--- config.mk ---
export PLATFORM = sky130hd
export DESIGN_NAME = dap_sqrt_cell
export DESIGN_NICKNAME = d
export VERILOG_FILES = /design/src/rtl/dap_pkg.sv /design/src/rtl/dap_sqrt_cell.sv
export SDC_FILE = /design/constraint.sdc
export NUM_CORES = 1
export LEC_CHECK = 0
export BUFFER_PORTS_ARGS = -buffer_cell sky130_fd_sc_hd__buf_2
export CAP_MARGIN = 15
export CORE_AREA = 2 2 163 165
export DETAILED_ROUTE_END_ITERATION = 10
export DIE_AREA = 0 0 165 167
export PLACE_DENSITY_LB_ADDON = 0.3
export REMOVE_ABC_BUFFERS = 1
export SLEW_MARGIN = 20
export SYNTH_ARGS = -nofsm -noshare
export SYNTH_HDL_FRONTEND = slang
export SYNTH_SLANG_ARGS = --single-unit
--- constraint.sdc ---
create_clock -name clock -period 16.9 [get_ports clock]
set_clock_uncertainty 0.05 [all_clocks]
set_input_delay 0.845 -clock clock [delete_from_list [all_inputs] [get_ports clock]]
set_output_delay 0.845 -clock clock [all_outputs]
set_load 0.01 [all_outputs]
--- src/rtl/dap_pkg.sv ---
// Shared types and constants for the diffuse/ambient pixel shader.
// Used by every shader module under rtl (not by dap_checker); no dependencies.
package dap_pkg;

   localparam int CH_BITS   = 16;
   localparam int CH_ONE    = 1 << (CH_BITS - 1);
   localparam int AMB_RESET = (CH_ONE + 5) / 10;

   // normal and light components are fixed at 16 bits
   localparam int VEC_BITS  = 16;
   localparam int SQ_BITS   = 50;    // root work registers (q << 16 is 48 bits)
   localparam int SQ_STEPS  = 24;    // one result bit per step
   localparam int LEN_BITS  = 24;
   localparam int DVD_BITS  = 40;    // s << 8, s below 2^32 when positive
   localparam int REM_BITS  = 42;
   localparam int QUO_BITS  = 18;    // cosine stays below 2^17
   localparam int DIV_STEPS = QUO_BITS;
   localparam int STEP_BITS = 5;

   localparam logic [15:0] LIGHT_X_RESET = 16'd13377;
   localparam logic [15:0] LIGHT_Y_RESET = 16'd13377;
   localparam logic [15:0] LIGHT_Z_RESET = 16'd26755;

   typedef enum logic [1:0] {
      REG_LIGHT_X = 2'd0,
      REG_LIGHT_Y = 2'd1,
      REG_LIGHT_Z = 2'd2,
      REG_AMBIENT = 2'd3
   } reg_index_type;

   // per-pixel payload that rides along the cell chain
   typedef struct packed {
      logic [CH_BITS-1:0]  red;
      logic [CH_BITS-1:0]  green;
      logic [CH_BITS-1:0]  blue;
      logic [CH_BITS-1:0]  metal;   // already saturated to one
      logic [DVD_BITS-1:0] dvd;
      logic                lit;     // s > 0 and normal nonzero
   } pix_type;

   typedef struct packed {
      logic [SQ_BITS-1:0] v;
      logic [SQ_BITS-1:0] res;
   } sq_type;

   typedef struct packed {
      logic [REM_BITS-1:0] rem;
      logic [QUO_BITS-1:0] quo;
      logic [LEN_BITS-1:0] len;
   } dv_type;

endpackage

--- src/rtl/dap_sqrt_cell.sv ---
// One step of the bit-pair integer square root; registered.
// Depends on dap_pkg.
module dap_sqrt_cell (
   input  logic                     clock,
   input  logic                     reset,
   input  logic                     en,
   input  logic [dap_pkg::STEP_BITS-1:0] step,
   input  logic                     in_valid,
   input  dap_pkg::pix_type         in_pix,
   input  dap_pkg::sq_type          in_sq,
   output logic                     out_valid,
   output dap_pkg::pix_type         out_pix,
   output dap_pkg::sq_type          out_sq
);
   import dap_pkg::*;

   logic               valid_ff;
   pix_type            pix_ff;
   sq_type             sq_ff, sq_in;
   logic [SQ_BITS-1:0] bit_w, trial;

   always_comb begin
      bit_w = SQ_BITS'(1) << (2 * (SQ_STEPS - 1 - int'(step)));
      trial = in_sq.res + bit_w;
      if (in_sq.v >= trial) begin
         sq_in.v   = in_sq.v - trial;
         sq_in.res = (in_sq.res >> 1) + bit_w;
      end else begin
         sq_in.v   = in_sq.v;
         sq_in.res = in_sq.res >> 1;
      end
   end

   always_ff @(posedge clock) begin
      if (reset) begin
         valid_ff <= 1'b0;
      end else if (en) begin
         valid_ff <= in_valid;
      end
   end

   always_ff @(posedge clock) begin
      if (en) begin
         pix_ff <= in_pix;
         sq_ff  <= sq_in;
      end
   end

   assign out_valid = valid_ff;
   assign out_pix   = pix_ff;
   assign out_sq    = sq_ff;
endmodule

### Word level (Yosys, flattened, before mapping)

Cells that the tools add are included.

| word-level totals | value |
|---|---|
| bits in latches | 0 |
| bits in read-only memories | 0 |
| register bits after elaboration | 206 |
| memories kept | 0 |
| memory bits (writable) | 0 |
| input port bits | 214 |
| word-level logic and storage cells | 17 |

| operators by class | value |
|---|---|
| bitwise operators | 0 |
| reductions and logical operators | 0 |
| magnitude comparators | 1 |
| multiply operators | 0 |
| muxes and demuxes | 1 |
| shift operators | 1 |
| equal/unequal tests | 0 |
| div/mod/pow operators | 0 |
| add/sub/neg operators | 4 |

Operator list:

| kind | number |
|---|---|
| 2-to-1 mux 100 bit | 1 |
| adder 49 x 50 -> 50 bit | 1 |
| adder 50 bit | 1 |
| >= comparator 50 bit | 1 |
| << shifter 1 x 32 -> 50 bit (first input constant) | 1 |
| subtractor 50 bit | 1 |
| subtractor 5 x 5 -> 6 bit (first input constant) | 1 |

### Longest topological paths before layout

| logic depth | value |
|---|---|
| depth after elaboration | 5 |
| mapped depth | 29 |
| mapped depth without buffers | 26 |

### Least setup slack after synthesis

No wires, ideal clock.

| path | value |
|---|---|
| kind | input-to-reg |
| start point | input step[3] (netlist name) |
| end point | register sq_ff (netlist bit out_sq[94]) (data pin) |
| buffers on the path | 2 |
| path slack | 10681 ps |
| data arrival time | 5909 ps |
| setup time | 260 ps |
| cell stages on the path | 24 |
| cell sequence | ha_1 -> clkbuf_1 -> nor4_1 -> ha_1 -> ha_1 -> nor2_1 -> o31ai_2 -> nand3_2 -> o311ai_4 -> a31oi_1 -> o211a_1 -> o41ai_4 -> nand2_1 -> xor2_1 -> ha_1 -> and2_1 -> and3_1 -> and3_1 -> nand4_1 -> o41ai_1 -> o21ai_1 -> a31oi_1 -> buf_2 -> mux2_2 |

RTL lines:

| item | line | RTL |
|---|---|---|
| start: declaration | dap_sqrt_cell.sv:7 | `input logic [dap_pkg::STEP_BITS-1:0] step,` |
| end signal: assignment | dap_sqrt_cell.sv:45 | `sq_ff <= sq_in;` |
| end: declaration | dap_sqrt_cell.sv:19 | `sq_type sq_ff, sq_in;` |

==> out/metrics.cfg <==
[synth]
ys_warn_count=0
synth_cells=1361
avgSynthCellArea_um2=10.0
synth.most_common_cell=edfxtp_1
synth_flop_cell=edfxtp_1
synth_top_cell_by_area=edfxtp_1
synth_top_area_share_pct=45.1
synthTopCellsByCount=205 x edfxtp_1, 151 x nand2_1, 134 x nor2_1, 111 x a21oi_1, 97 x ha_1
syn-cell-area_um2=13700
ys_async_sr_fraction_pct=0
synthDistinctLibCells=81
synth_edf_count=205
ys_top_cells_by_area=edfxtp_1 45%, ha_1 8.9%, xor2_1 4.7%, xnor2_1 4.4%, nand2_1 4.1%
ys_seq_elements=206
ys_seq_area_share_pct=45.2

[die]
design.core.area_um2=25800
fp.dieH_um=167
die_area_um2=27600
ios=420
rows=59
start_util_pct=53.0
die_x_um=165

[clock_tree]
cts_resized=0
insertion_delay_ns=0.52
clock_sinks=206
cts-root-buf=clkbuf_16
holdBufCountCts=0
cts_tree=done
postCtsSetupRepairBufs=0
h-tree-depth=1
cts_buffers=22
clk_pin_slew_ns=0.06
clk_path_buf_depth=3

[hold_path]
hp-class=in2reg

[sta]
timing.fmax_mhz=129
period_share_pct=46.0
fin_crit_ns=7.78
slew_headroom_pct=42.5
rsz0062_at_grt=no
tightest_slew_ns=0.863
drv_slew=0
hold_violations=0
finalSetupViolCount=0
tns_ns=0

[pwr]
p_leak_nw=7.12
p_int_w=0.00105
clkPwrFrac_pct=32.2
p_sw_w=0.000455
combPwrFrac_pct=25.2
peakVddDrop_mv=0.106
cellPowerDensity_nw_per_um2=89.7
pwr-share-seq_pct=42.6
p_sw_share_pct=30.2

[run_status]
status=finished, final reports clean

[layout]
drive_above_1_share_pct=27.9
synthToLayoutAreaGrowth_pct=23.0
stdcell_area_um2=16800
final_nets=2079

[detailed_routing]
viasPerCell=5.80
dr.pass1.iters=6
avgRoutedWirePerCell_um=20.0
wirelength_mm=42.5
drcViolationCount=0
ant_nets=0
vias=12300
drt-initial-drc-count=1040

[worst_setup_path]
setup.worst_path.end_class=register
crit_type=in2reg
path_max_fanout=69
worstPathRequired_ns=17.13
worstPathArrival_ns=8.00
start_kind=input port

[placement]
place_congestion=0.954
hpwl_mm=33.6
postPlaceCellArea_um2=16000
numPortBuffers=419

[global_route]
antenna_found_initial=5
grt.total_usage_pct=29.7
grt_pass1_wl_mm=63.7
grt_max_degree=88
grt.overflow.total=0
grt_pass1_vias=11700

[job]
maxCapViolCount=0

-- power by group through the flow --
| stage | clock network [W] | logic, W | registers (W) |
|---|---|---|---|
| floorplan | 0 | 0.000184 | 0.000684 |
| global placement | 0 | 0.000370 | 0.000651 |
| detailed placement | 0 | 0.000374 | 0.000652 |
| CTS | 0.000495 | 0.000376 | 0.000642 |
| global route | 0.000514 | 0.000412 | 0.000647 |
| finish | 0.000485 | 0.000379 | 0.000642 |
-- critical path: stages --
cell and delay, ns:
buf_2 0.15, ha_1 0.48, nand2_1 0.08, nor4_1 0.56, ha_1 0.34, ha_1 0.24, nor2_1 0.08, o31ai_2 0.22
nand3_2 0.15, o311ai_4 0.32, a31oi_1 0.16, o211a_1 0.30, o41ai_4 0.47, nand2_1 0.12, xor2_1 0.17, ha_1 0.34
and2_1 0.20, and3_1 0.20, and3_1 0.20, nand4_1 0.10, o41ai_1 0.27, o21ai_1 0.17, a31oi_4 0.68, buf_4 0.70
o21ai_0 0.24, xnor2_1 0.17
-- worst paths after layout --
check,end,slack (ns),start,cells past startpoint
max,out_sq[25],9.12,step[3],26
min,out_valid,0.43,reset,2
max reg2reg,out_valid,16.25,out_valid,2
min reg2reg,out_valid,0.48,out_valid,2
-- metal layers --
| metal | global-route usage (%) | wire length, um |
|---|---|---|
| met2 | 48.9 | 20000 |
| met1 | 38.4 | 17200 |
| met4 | 13.9 | 2160 |
| met3 | 4.46 | 3090 |
| met5 | 0 | 27 |
-- area by class of cell --
type	instances	area (um^2)
diodes	3	7.51
clock buffers	23	576
clock inverters	17	154
fillers	2069	8960
inverters	14	52.6
multi-input cells	1099	7260
flip-flops and latches	206	6180
well taps	335	419
repair buffers	424	2160
-- stage by stage --
step                hold WS, ns  cells  setup WS, ns  power [W]  utilization, %
floorplan                 0.478   1319          6.94   0.000868               -
global placement          0.429   2077          8.80    0.00102            62.3
detailed placement        0.448   2077          8.64    0.00103            62.3
CTS                       0.409   2117          9.20    0.00151            65.1
global route              0.419   2120          8.54    0.00157            65.2
finish                    0.429   2121          9.12    0.00151            65.2
-- cells in the final DEF (no fill, tap or decap), types with 23 or more instances in the layout --
| master | netlist | routed |
|---|---|---|
| o21ai_0 | 81 | 81 |
| xor2_1 | 73 | 73 |
| a31oi_1 | 43 | 42 |
| a21o_1 | 41 | 41 |
| nor2_1 | 134 | 134 |
| a21oi_1 | 111 | 111 |
| xnor2_1 | 69 | 69 |
| ha_1 | 97 | 97 |
| clkbuf_16 | 0 | 23 |
| edfxtp_1 | 205 | 205 |
| nand3_1 | 32 | 32 |
| nand2_1 | 151 | 151 |
| buf_2 | 16 | 418 |
-- cell families after synthesis --
logic type	count (synthesis)	share of synthesized area [%]
adder cells (fa/ha/maj)	99	9.11
multiplexers	2	0.156
AND/OR/NAND/NOR	444	15.1
flip-flops	206	45.2
XOR/XNOR	142	9.11
AO/OA/AOI/OAI	412	19.5
buffers and inverters	56	1.74
-- sequential cells by signal (all words and copies together) (netlist names) --
name,flops
out_sq,100
out_pix,105
out_valid,1
Power figures use the tool's default switching activity.
