--- config.mk ---
export PLATFORM = sky130hd
export DESIGN_NAME = dap_div_cell
export DESIGN_NICKNAME = d
export VERILOG_FILES = /design/src/rtl/dap_pkg.sv /design/src/rtl/dap_div_cell.sv
export SDC_FILE = /design/constraint.sdc
export NUM_CORES = 1
export LEC_CHECK = 0
export BUFFER_PORTS_ARGS = -buffer_cell sky130_fd_sc_hd__buf_2
export CELL_PAD_IN_SITES_DETAIL_PLACEMENT = 1
export CELL_PAD_IN_SITES_GLOBAL_PLACEMENT = 2
export CORE_MARGIN = 2
export CORE_UTILIZATION = 29
export CTS_BUF_LIST = sky130_fd_sc_hd__clkbuf_4
export DETAILED_ROUTE_END_ITERATION = 6
export GPL_ROUTABILITY_DRIVEN = 0
export PLACE_DENSITY_LB_ADDON = 0.08
export SLEW_MARGIN = 30
export SYNTH_ARGS = -nofsm -noshare
export SYNTH_HDL_FRONTEND = slang
export SYNTH_SLANG_ARGS = --single-unit
--- constraint.sdc ---
create_clock -name clock -period 5.98 [get_ports clock]
set_input_delay 1.196 -clock clock [delete_from_list [all_inputs] [get_ports clock]]
set_output_delay 1.196 -clock clock [all_outputs]
set_load 0.02 [all_outputs]
--- src/rtl/dap_pkg.sv ---
// Shared types and constants for the diffuse/ambient pixel shader.
// Used by every shader module under rtl (not by dap_checker); no dependencies.
package dap_pkg;

   localparam int CH_BITS   = 16;
   localparam int CH_ONE    = 1 << (CH_BITS - 1);
   localparam int AMB_RESET = (CH_ONE + 5) / 10;

   // normal and light components are fixed at 16 bits
   localparam int VEC_BITS  = 16;
   localparam int SQ_BITS   = 50;    // root work registers (q << 16 is 48 bits)
   localparam int SQ_STEPS  = 24;    // one result bit per step
   localparam int LEN_BITS  = 24;
   localparam int DVD_BITS  = 40;    // s << 8, s below 2^32 when positive
   localparam int REM_BITS  = 42;
   localparam int QUO_BITS  = 18;    // cosine stays below 2^17
   localparam int DIV_STEPS = QUO_BITS;
   localparam int STEP_BITS = 5;

   localparam logic [15:0] LIGHT_X_RESET = 16'd13377;
   localparam logic [15:0] LIGHT_Y_RESET = 16'd13377;
   localparam logic [15:0] LIGHT_Z_RESET = 16'd26755;

   typedef enum logic [1:0] {
      REG_LIGHT_X = 2'd0,
      REG_LIGHT_Y = 2'd1,
      REG_LIGHT_Z = 2'd2,
      REG_AMBIENT = 2'd3
   } reg_index_type;

   // per-pixel payload that rides along the cell chain
   typedef struct packed {
      logic [CH_BITS-1:0]  red;
      logic [CH_BITS-1:0]  green;
      logic [CH_BITS-1:0]  blue;
      logic [CH_BITS-1:0]  metal;   // already saturated to one
      logic [DVD_BITS-1:0] dvd;
      logic                lit;     // s > 0 and normal nonzero
   } pix_type;

   typedef struct packed {
      logic [SQ_BITS-1:0] v;
      logic [SQ_BITS-1:0] res;
   } sq_type;

   typedef struct packed {
      logic [REM_BITS-1:0] rem;
      logic [QUO_BITS-1:0] quo;
      logic [LEN_BITS-1:0] len;
   } dv_type;

endpackage

--- src/rtl/dap_div_cell.sv ---
// One restoring-division step: one quotient bit per cell; registered.
// Depends on dap_pkg.
module dap_div_cell (
   input  logic                     clock,
   input  logic                     reset,
   input  logic                     en,
   input  logic [dap_pkg::STEP_BITS-1:0] step,
   input  logic                     in_valid,
   input  dap_pkg::pix_type         in_pix,
   input  dap_pkg::dv_type          in_dv,
   output logic                     out_valid,
   output dap_pkg::pix_type         out_pix,
   output dap_pkg::dv_type          out_dv
);
   import dap_pkg::*;

   logic                valid_ff;
   pix_type             pix_ff;
   dv_type              dv_ff, dv_in;
   logic [REM_BITS-1:0] shifted;
   int                  pos;

   always_comb begin
      pos     = QUO_BITS - 1 - int'(step);
      shifted = REM_BITS'(in_dv.len) << pos;
      dv_in   = in_dv;
      if (in_dv.rem >= shifted) begin
         dv_in.rem = in_dv.rem - shifted;
         dv_in.quo = in_dv.quo | (QUO_BITS'(1) << pos);
      end
   end

   always_ff @(posedge clock) begin
      if (reset) begin
         valid_ff <= 1'b0;
      end else if (en) begin
         valid_ff <= in_valid;
      end
   end

   always_ff @(posedge clock) begin
      if (en) begin
         pix_ff <= in_pix;
         dv_ff  <= dv_in;
      end
   end

   assign out_valid = valid_ff;
   assign out_pix   = pix_ff;
   assign out_dv    = dv_ff;
endmodule

Word level (Yosys, flattened, before mapping) --
Index checks and enable logic that the tools add are counted.
Storage, ports and cells: flip-flop bits (word level) 190, input bits 198, output and inout bits 190, word-level logic and storage cells 17
Cells by class: add/subtract/negate cells 2, order comparisons 1, shift-type cells 2, mux-type cells 1, bitwise gates (word level) 1
Operator list (number):
- 60-bit two-way mux | 1
- 42-bit >= comparator | 1
- 24-bit by 32-bit << shifter with 42-bit output | 1
- 42-bit subtractor | 1
- 1-bit by 32-bit << shifter with 18-bit output (first input constant) | 1
- 18-bit OR | 1
- 5-bit by 5-bit subtractor with 6-bit output (first input constant) | 1

Depth between registers and ports, before layout --
Gate-level depths: netlist of the first run.
depth in word-level cells 4, mapped depth 26, mapped depth without buffers 20

Worst setup path before layout of the first run --
No wires, ideal clock.
path kind input -> register, start point in step[1] in the netlist's numbering, end point reg dv_ff, in the netlist out_dv[44], data pin, setup time 260 ps, arrival time 5447 ps, data required time 5720 ps, path slack 273 ps, stages on the path 19, buffers on the path 6, path through buf_2 > clkinv_1 > clkbuf_1 > ha_1 > xor2_1 > clkbuf_1 > mux2i_1 > o21ai_0 > ha_1 > buf_2 > nand2_1 > o21ai_1 > a41o_1 > o31ai_1 > nor3b_2 > a31o_1 > buf_6 > buf_12 > mux2_4
RTL lines:
- start, declared | line dap_div_cell.sv:7 | input logic [dap_pkg::STEP_BITS-1:0] step,
- end signal, assigned | line dap_div_cell.sv:44 | dv_ff <= dv_in;
- end, declared | line dap_div_cell.sv:19 | dv_type dv_ff, dv_in;

==> results of run 1 <==
-- worst paths after layout --
| path | from | to | slack, ns | cells after the start |
|---|---|---|---|---|
| max reg2reg | out_valid | out_valid | 5.37 | 2 |
| min | out_valid | out_valid | 0.54 | 2 |
| min reg2reg | out_valid | out_valid | 0.54 | 2 |
| max | step[0] | out_dv[35] | 0.79 | 21 |
-- flip-flops by register name, summed over array words and instances, names as in the netlist --
register and flops:
out_dv 84, out_pix 105, out_valid 1
-- worst max-delay path, stage by stage --
cell and delay (ns):
buf_2 0.39, buf_4 0.26, mux2i_1 0.24, o21ai_0 0.13, nand2_1 0.11, nor2_1 0.05, a21oi_1 0.25, mux2i_1 0.15
o21ai_0 0.49, ha_1 0.35, nand2_1 0.21, nor3_2 0.12, a21oi_1 0.16, nand3_1 0.12, a21o_1 0.21, a21oi_1 0.15
o21bai_1 0.11, a31o_4 0.24, buf_12 0.17, buf_4 0.22, a41o_1 0.26
-- layout make-up --
class | instances | area (sq um) | area share
antenna | 9 | 22.5 | 0.00160
inverter | 18 | 67.6 | 0.00479
timing repair buffer | 459 | 2540 | 0.180
clock buffer | 17 | 128 | 0.00906
tap | 474 | 593 | 0.0421
multi-input combinational | 666 | 4870 | 0.345
clock inverter | 15 | 181 | 0.0129
sequential | 190 | 5700 | 0.404
-- kinds of logic (layout without fill, tap and decap cells) --
| family | after synthesis | in the layout |
|---|---|---|
| fa+ha+maj | 46 | 46 |
| mux | 85 | 85 |
| buf+inv | 62 | 509 |
| xor+xnor | 42 | 42 |
| flops | 190 | 190 |
| other cells | 0 | 9 |
| compound gates | 236 | 236 |
| simple gates | 257 | 257 |
-- synth_stat cells, types with 6 or more instances --
cell type	n
nor2b_1	8
ha_1	45
a41o_1	12
clkbuf_1	21
nand3_1	12
nand2_1	92
xor2_1	12
o21ai_2	6
and2_1	9
mux2i_1	41
mux2_4	36
o22ai_1	12
buf_2	12
o21ai_0	46
edfxtp_1	189
a21oi_2	7
nand4_1	11
a21oi_1	52
xnor2_1	30
a31o_1	9
and3_1	7
o21ai_1	9
a211oi_1	16
nor2_1	68
mux2_2	6
a31oi_1	12
nor3_1	17
inv_1	17
a21o_1	18
nand2b_1	9
-- cell usage in the layout, fill, tap and decap left out, types with 9 or more instances in the layout --
| cell type | count |
|---|---|
| a31oi_1 | 12 |
| nand2_1 | 92 |
| and2_1 | 9 |
| o21ai_1 | 9 |
| clkbuf_4 | 17 |
| ha_1 | 45 |
| nand3_1 | 12 |
| buf_2 | 386 |
| edfxtp_1 | 189 |
| a21oi_1 | 52 |
| a211oi_1 | 16 |
| xor2_1 | 11 |
| o21ai_0 | 46 |
| xnor2_1 | 30 |
| inv_1 | 17 |
| nand4_1 | 11 |
| buf_4 | 68 |
| a21o_1 | 18 |
| nor2_1 | 68 |
| mux2i_1 | 41 |
| a41o_1 | 12 |
| diode_2 | 9 |
| nand2b_1 | 9 |
| mux2_4 | 36 |
| nor3_1 | 17 |
| o22ai_1 | 12 |
-- routing by layer --
metal / wire length (microns) / up-vias
met5: 57 / -
met4: 637 / 8
met3: 2420 / 32
met2: 22200 / 227
met1: 17100 / 4478
li1: - / 4360
-- power breakdown --
| part | switching (mW) | internal [mW] | total (mW) |
|---|---|---|---|
| clock network | 0.527 | 0.264 | 0.791 |
| logic | 0.844 | 0.563 | 1.41 |
| registers | 0.0344 | 1.64 | 1.67 |
| total | 1.41 | 2.46 | 3.87 |
-- per-stage QoR --
stage                     worst slack, ns  utilization  std cells  hold slack, ns  area, sq um
after floorplan                     0.273            -        918           0.579        10900
after global placement             0.0918        0.369       1807           0.474        13800
after detailed placement            0.118        0.369       1807           0.512        13800
after CTS                           0.858        0.377       1839           0.546        14100
after global routing                0.599        0.377       1843           0.586        14100
final                               0.787        0.378       1848           0.542        14100
==> results by group, run 1 <==
Outcome
  • Status: finished, final reports clean

Clocking
  • CTS root buf: clkbuf_4
  • Postcts setup bufs: 0
  • Worst-path clk slew: 0.17 ns
  • H-tree levels: 4
  • CTS Buffer Depth: 2
  • Post-CTS resize count: 0
  • Clock sinks: 190
  • Hold bufs inserted after CTS: 0
  • CTS Buf Count: 17
  • CTS tree: done
  • Worst-skew pair later-pin latency: 0.64 ns

STA
  • Setup Viol. Count Final: 0
  • RSZ-0062 raised after global routing: no
  • Worst relative slew slack: 0.465
  • Tmin final: roughly 5.2 ns
  • Achievable Freq: 0.193 GHz
  • Worst Skew: 0 ns
  • Fin. Hold Viols: 0
  • Setup TNS: 0 ns
  • Final-report max-slew violation count: 0
  • Final period util: 0.868
  • Worst slew pin tran: 0.803 ns

Setup path
  • CP Data Required Time: 6.40 ns
  • CP endpoint kind: register
  • Crit Path Category: input port to register
  • WP data arrival: 5.62 ns
  • Crit Path Max Fanout: 24
  • Critical Path Start Type: input port

Routing
  • Via density per instance: a little under 5
  • Routed vias: ~9,000
  • Iteration-0 DRC Markers: 417
  • Drt pass-1 iters: 4
  • Remaining DRCs: 0
  • Routed wire per std cell: 23.0 microns
  • Post-Route WL: 42,500 microns
  • Antenna Violating Nets Remaining: 0

GRT
  • First-pass GRT wire length: between 60,000 and 70,000 microns
  • GR Util met3: 0.0538
  • Number of global-route vias before repair: 9,506
  • Largest net degree at the start of global routing: 96
  • Antenna violations before repair: 12
  • Met1 usage: 0.248
  • Met2 Use GR: 0.396
  • GR Util All Layers: 0.214
  • Gr ovfl total: 0
  • GR peak layer: met2

Synth
  • Synthesis Warnings: 0
  • Asr flop ratio synth: 0
  • Mapped Area: ~0.011 sq mm
  • Synthesized netlist net count: 1,162
  • Synth Area in Simple Gates: 0.114
  • Synth Area in Compound Gates: 0.147
  • EDFF count, synth: approximately 190
  • Largest family of logic cells by synthesized area: compound AO/OA/AOI/OAI gates
  • Synth Register Bits: 190
  • Synth top area share: 0.521
  • Area contributors post-synth: edfxtp_1 52%, ha_1 5.2%, mux2_4 5.0%, mux2i_1 3.8%, nand2_1 3.2%
  • Adder-Cell Fraction of Synth Area: 0.0535
  • Seq/Total Area, Yosys: 0.523
  • Syn_area_per_cell: 11.9 sq um
  • Synth Area in XOR/XNOR: 0.0338
  • Mux share of post-synthesis cell area: 0.0976
  • Synth unique cells: 72
  • Post-synth top flop: edfxtp_1
  • Cells after synthesis: between 900 and 1,000
  • Yosys top cell by area: edfxtp_1

Min path
  • Hold Crit Class: register to register

Power
  • Worst IR Drop VDD: 0.101 mV
  • Pleak: 6.07 nW
  • Pwr dens: ~270 mW/mm^2
  • Final Power: around 3.9 mW

Die
  • DIE HEIGHT: 198 microns
  • Die footprint: between 0.03 and 0.04 sq mm
  • Chip Width: 198 microns
  • Total I/O pin count: approximately 390
  • Row count: 71
  • Core outline area: 0.0373 sq mm
  • Initial Util: 0.292

Layout
  • Fraction of layout cells with a size suffix above 1: 0.415
  • Fillers: 4,186
  • P&R area growth vs syn: 29.3%
  • Nets: 1,596

Placed design
  • Post-DP HPWL: 35,000 microns
  • # port buffers: 387

Job
  • Max-Cap Viols: 0
Note: power is estimated with default switching activity, not from simulation.
==> run 2, diff against run 1 <==
--- a/config.mk
+++ b/config.mk
@@ -5,7 +5,7 @@
 export SDC_FILE = /design/constraint.sdc
 export NUM_CORES = 1
 export LEC_CHECK = 0
-export BUFFER_PORTS_ARGS = -buffer_cell sky130_fd_sc_hd__buf_2
+export BUFFER_PORTS_ARGS = -buffer_cell sky130_fd_sc_hd__buf_4
 export CELL_PAD_IN_SITES_DETAIL_PLACEMENT = 1
 export CELL_PAD_IN_SITES_GLOBAL_PLACEMENT = 2
 export CORE_MARGIN = 2
==> run 2 against run 1 <==
Via count shrank 0.26%; cell count decreased by 1.7%; maximum frequency up 0.53%; clock power down 4.7%; routed wire length grew 3.8%; total power is 1.4% higher; critical path depth is 1 higher; utilization is 1.9 points higher; register-to-register slack about the same; worst setup slack better by 0.027 ns; critical endpoint is now out_dv[82]; largest cell class unchanged; highest routed layer unchanged.
==> results by group, run 2 (synthesis results as in run 1) <==
Outcome
  • Status: finished, final reports clean

Clocking
  • Clock sinks: 190
  • Post-CTS resize count: 0
  • Hold bufs inserted after CTS: 0
  • CTS Buf Count: 17
  • Postcts setup bufs: 0
  • Worst-skew pair later-pin latency: ~0.64 ns
  • CTS tree: done
  • CTS Buffer Depth: 2
  • CTS root buf: clkbuf_4
  • H-tree levels: 4
  • Worst-path clk slew: 0.19 ns

STA
  • RSZ-0062 raised after global routing: no
  • Setup Viol. Count Final: 0
  • Worst slew pin tran: 0.792 ns
  • Tmin final: between 5 and 6 ns
  • Worst relative slew slack: 0.468
  • Hold_ws: 0.544 ns
  • Final-report max-slew violation count: 0
  • Final WS setup: 0.815 ns
  • Setup TNS: 0 ns
  • Worst Skew: 0 ns
  • Achievable Freq: 0.194 GHz
  • Final period util: 0.864
  • Fin. Hold Viols: 0

GRT
  • Largest net degree at the start of global routing: 91
  • GR Util met3: 0.0560
  • GR peak layer: met2
  • GR Util All Layers: 0.220
  • Number of global-route vias before repair: ~9,400
  • Met2 Use GR: 0.399
  • First-pass GRT wire length: 62,700 microns
  • Met1 usage: 0.256
  • Gr ovfl total: 0
  • Antenna violations before repair: 6

Routing
  • Routed wire per std cell: 24.3 microns
  • Remaining DRCs: 0
  • Post-Route WL: 44,100 microns
  • Antenna Violating Nets Remaining: 0
  • Drt pass-1 iters: 4
  • Via density per instance: 5.00
  • Routed vias: 9,081
  • Iteration-0 DRC Markers: roughly 430

Die
  • Total I/O pin count: 388
  • Core outline area: 0.0373 sq mm
  • Die footprint: 0.0391 sq mm
  • Initial Util: 0.292
  • Row count: just over 70
  • Chip Width: 198 microns
  • DIE HEIGHT: 198 microns

Power
  • Pwr dens: 265 mW/mm^2
  • Pleak: 6.26 nW
  • Worst IR Drop VDD: between 0.1 and 0.15 mV

Setup path
  • Worst Reg2Reg Path Length in Cells: 2
  • Worst r2r src: out_valid
  • R2R setup slack: between 5 and 6 ns
  • Critical Path Start Type: input port
  • Reg-to-Reg End: out_valid
  • CP Data Required Time: 6.42 ns
  • CP endpoint kind: register
  • Crit Path Category: input port to register
  • WP data arrival: 5.60 ns
  • Crit Path Max Fanout: 14

Layout
  • Layout Cells excl Fill: about 1,800
  • Fraction of layout cells with a size suffix above 1: 0.403
  • Nets: 1,571
  • Final core occ: 0.397
  • Commonest non-fill, non-tap cell in the layout: buf_4
  • Max FFs per register: 105
  • Most frequent cells in the layout: 430 x buf_4, 189 x edfxtp_1, 92 x nand2_1
  • P&R area growth vs syn: 35.8%

Placed design
  • Place WS: 0.0930 ns
  • # port buffers: just under 400
  • Placed Cells: 1,782
  • Post-DP HPWL: between 30,000 and 40,000 microns

Min path
  • Hold path start: out_valid
  • Hold-critical path depth: 2
  • WHS Endpoint: out_valid
  • Hold Crit Class: register to register

Job
  • Max-Cap Viols: 0
[run 2: through the flow]
stage               instance area, sq um  total power [mW]
CTS                                14800              3.98
global placement                   14500              3.21
global route                       14800              4.11
detailed placement                 14500              3.21
finish                             14800              3.92
floorplan                          10900              2.59
[run 2: metal layers]
metal  up-vias  part of all wire
met5         -            0.0010
met4         6             0.017
met3        40             0.064
met2       236              0.51
met1      4498              0.40
li1       4301                 -
[run 2: critical path: stages]
cell and delay [ns]:
buf_4 0.12, clkinv_1 0.05, ha_1 0.25, nand2b_1 0.10
nand2_1 0.39, nand3_1 0.22, o21ai_0 0.33, nor2_1 0.08
nor2_1 0.23, nand2_1 0.15, ha_1 0.47, nand4_1 0.16
buf_4 0.17, nor2_1 0.11, nor3_1 0.06, o21bai_1 0.29
o21ai_1 0.15, a2111oi_0 0.38, buf_4 0.20, nand3_1 0.08
nor3b_1 0.16, mux2_4 0.26
[run 2: area by class of cell]
class	instances	area (sq um)
flip-flops and latches	190	5700
inverters	18	67.6
clock buffers	20	150
fillers	4127	22500
multi-input cells	666	4870
clock inverters	12	119
repair buffers	434	3300
well taps	474	593
diodes	3	7.51
[run 2: report_power, final]
part	internal, mW	switching [mW]
Combinational	0.647	0.844
Clock	0.197	0.557
Sequential	1.64	0.0430
[run 2: worst max-delay path by stage]
stage	start	to	slack, ns
after global placement	step[1]	out_dv[82]	0.13
after CTS	step[1]	out_dv[82]	0.85
after global routing	step[1]	out_dv[82]	0.39
after floorplan	step[1]	out_dv[44]	0.27
after detailed placement	step[1]	out_dv[82]	0.09
final	step[1]	out_dv[82]	0.81
==> run 3, diff against run 2 <==
--- a/config.mk
+++ b/config.mk
@@ -9,7 +9,7 @@
 export CELL_PAD_IN_SITES_DETAIL_PLACEMENT = 1
 export CELL_PAD_IN_SITES_GLOBAL_PLACEMENT = 2
 export CORE_MARGIN = 2
-export CORE_UTILIZATION = 29
+export CORE_UTILIZATION = 32
 export CTS_BUF_LIST = sky130_fd_sc_hd__clkbuf_4
 export DETAILED_ROUTE_END_ITERATION = 6
 export GPL_ROUTABILITY_DRIVEN = 0
==> constraint.sdc (replaced) <==
create_clock -name clock -period 5.25 [get_ports clock]
set_input_delay 1.05 -clock clock [delete_from_list [all_inputs] [get_ports clock]]
set_output_delay 1.05 -clock clock [all_outputs]
set_load 0.02 [all_outputs]
==> run 3 against run 2 <==
Via count grew 4.1%; first-iteration DRC count shrank 7.2%; global-route usage grew 0.71 points; combinational power grew 26%; sequential share of layout area shrank 2.8 points; sequential power grew 14%; sequential cell count is the same; worst hold slack lost 0.0033 ns; critical path type unchanged; critical endpoint is now out_dv[32]; largest cell class unchanged.
==> results by group, run 3 (synthesis results as in run 1) <==
STA
  • Hold_ws: between 0.5 and 0.6 ns
  • Final-report max-slew violation count: 0
  • Final WS setup: 0.278 ns
  • Tmin final: between 4 and 5 ns
  • RSZ-0062 raised after global routing: no
  • Final period util: 0.947
  • Achievable Freq: just over 0.2 GHz
  • Worst slew pin tran: 0.958 ns
  • Setup Viol. Count Final: 0
  • Fin. Hold Viols: 0
  • Worst Skew: 0 ns
  • Worst relative slew slack: 0.361

Routing
  • Routed vias: about 9,500
  • Iteration-0 DRC Markers: 398
  • Antenna Violating Nets Remaining: 0
  • M1 WL: 16,800 microns
  • Via density per instance: between 4 and 5
  • Remaining DRCs: 0
  • Post-Route WL: 40,700 microns
  • Drt pass-1 iters: 6
  • DR WL met2: roughly 21,000 microns
  • Routed wire per std cell: 21.0 microns
  • Top Layer Used: met5
  • WL met3: around 2200 microns

Clocking
  • Worst-skew pair later-pin latency: 0.62 ns
  • H-tree levels: 4
  • Hold bufs inserted after CTS: 0
  • Clock sinks: 190
  • CTS Buffer Depth: 2
  • Worst-path clk slew: 0.16 ns
  • CTS root buf: clkbuf_4
  • Post-CTS resize count: 0
  • Postcts setup bufs: 0
  • CTS tree: done
  • CTS Buf Count: 17

Outcome
  • Status: finished, final reports clean

Placed design
  • Placed Cells: approximately 1,900
  • Post-DP HPWL: about 34,000 microns
  • Place WS: -0.381 ns
  • # port buffers: ~390

Die
  • Chip Width: around 190 microns
  • Initial Util: 0.325
  • Total I/O pin count: 388
  • Row count: 67
  • Core outline area: 0.0335 sq mm
  • Die footprint: 0.0355 sq mm
  • DIE HEIGHT: 189 microns

Power
  • Final Power: 4.66 mW
  • Worst IR Drop VDD: approximately 0.17 mV
  • Pleak: 7.01 nW
  • Pwr dens: roughly 300 mW/mm^2

Layout
  • P&R area growth vs syn: 46.5%
  • Nets: roughly 1,700
  • Commonest non-fill, non-tap cell in the layout: buf_4
  • Multi-input gate area: 0.00487 sq mm
  • Fraction of layout cells with a size suffix above 1: 0.462
  • Fillers: 3,758
  • Final core occ: 0.476
  • Max FFs per register: 105
  • Most frequent cells in the layout: 569 x buf_4, 189 x edfxtp_1, 92 x nand2_1
  • Reg area: 0.00570 sq mm
  • Layout Cells excl Fill: between 1,500 and 2,000

GRT
  • Largest net degree at the start of global routing: approximately 120
  • GR Util All Layers: 0.227
  • Number of global-route vias before repair: ~9,900
  • Gr ovfl total: 0
  • First-pass GRT wire length: 60,600 microns
  • Antenna violations before repair: 2

Job
  • Max-Cap Viols: 0

Setup path
  • CP endpoint kind: register
  • CP Data Required Time: 5.65 ns
  • Crit Path Category: input port to register
  • Crit Path Max Fanout: 37
  • WP data arrival: 5.37 ns
  • Critical Path Start Type: input port

Min path
  • Hold Crit Class: register to register
[run 3: cell types whose count changed in the layout (fill, tap and decap cells not counted), sizes merged]
cell      previous run  this run
clkbuf              21        17
buf                433       579
bufinv               0         2
clkinvlp             1         0
inv                 24        25
diode                3         1
clkinv               5         6
[run 3: final cells by class]
| cell class | count | share of cell area |
|---|---|---|
| diodes | 1 | 0.000157 |
| clock buffers | 17 | 0.00800 |
| clock inverters | 15 | 0.0108 |
| inverters | 18 | 0.00431 |
| multi-input cells | 666 | 0.305 |
| flip-flops and latches | 190 | 0.357 |
| well taps | 448 | 0.0351 |
| repair buffers | 579 | 0.280 |
[run 3: worst max-delay path, cell delays in order]
cell,delay (ns)
buf_4,0.09
buf_4,0.33
mux4_2,0.56
and2_1,0.21
mux2i_1,0.28
mux2i_1,0.18
buf_4,0.16
o22ai_1,0.28
ha_1,0.32
nand4_1,0.17
nor3_2,0.08
a21oi_1,0.15
nand3_1,0.12
a21o_1,0.21
a21oi_1,0.19
o21bai_1,0.11
a31o_4,0.25
buf_12,0.17
buf_4,0.16
a41o_1,0.24
[run 3: where the power goes]
part	internal [mW]	switching [mW]
combinational	0.901	0.974
sequential	1.86	0.0468
clock	0.300	0.574
[run 3: final timing paths]
kind / slack (ns) / startpoint / endpoint / depth (start not counted)
setup / recovery: 0.28 / step[1] / out_dv[32] / 20
hold / removal: 0.54 / out_valid / out_valid / 2
setup reg to reg: 4.64 / out_valid / out_valid / 2
hold reg to reg: 0.54 / out_valid / out_valid / 2
[run 3: metal layers]
layer,global-route usage,vias to the layer above
li1,-,4600
met1,0.274,4544
met2,0.405,267
met3,0.0514,40
met4,0.0622,2
met5,0,-
[run 3: through the flow]
stage          setup TNS (ns)  cell area (sq um)
2_1_floorplan               0              10900
3_3_place_gp           -14.59              15700
3_5_place_dp           -16.12              15700
4_1_cts                     0              16000
5_1_grt                     0              16000
6_report                    0              16000
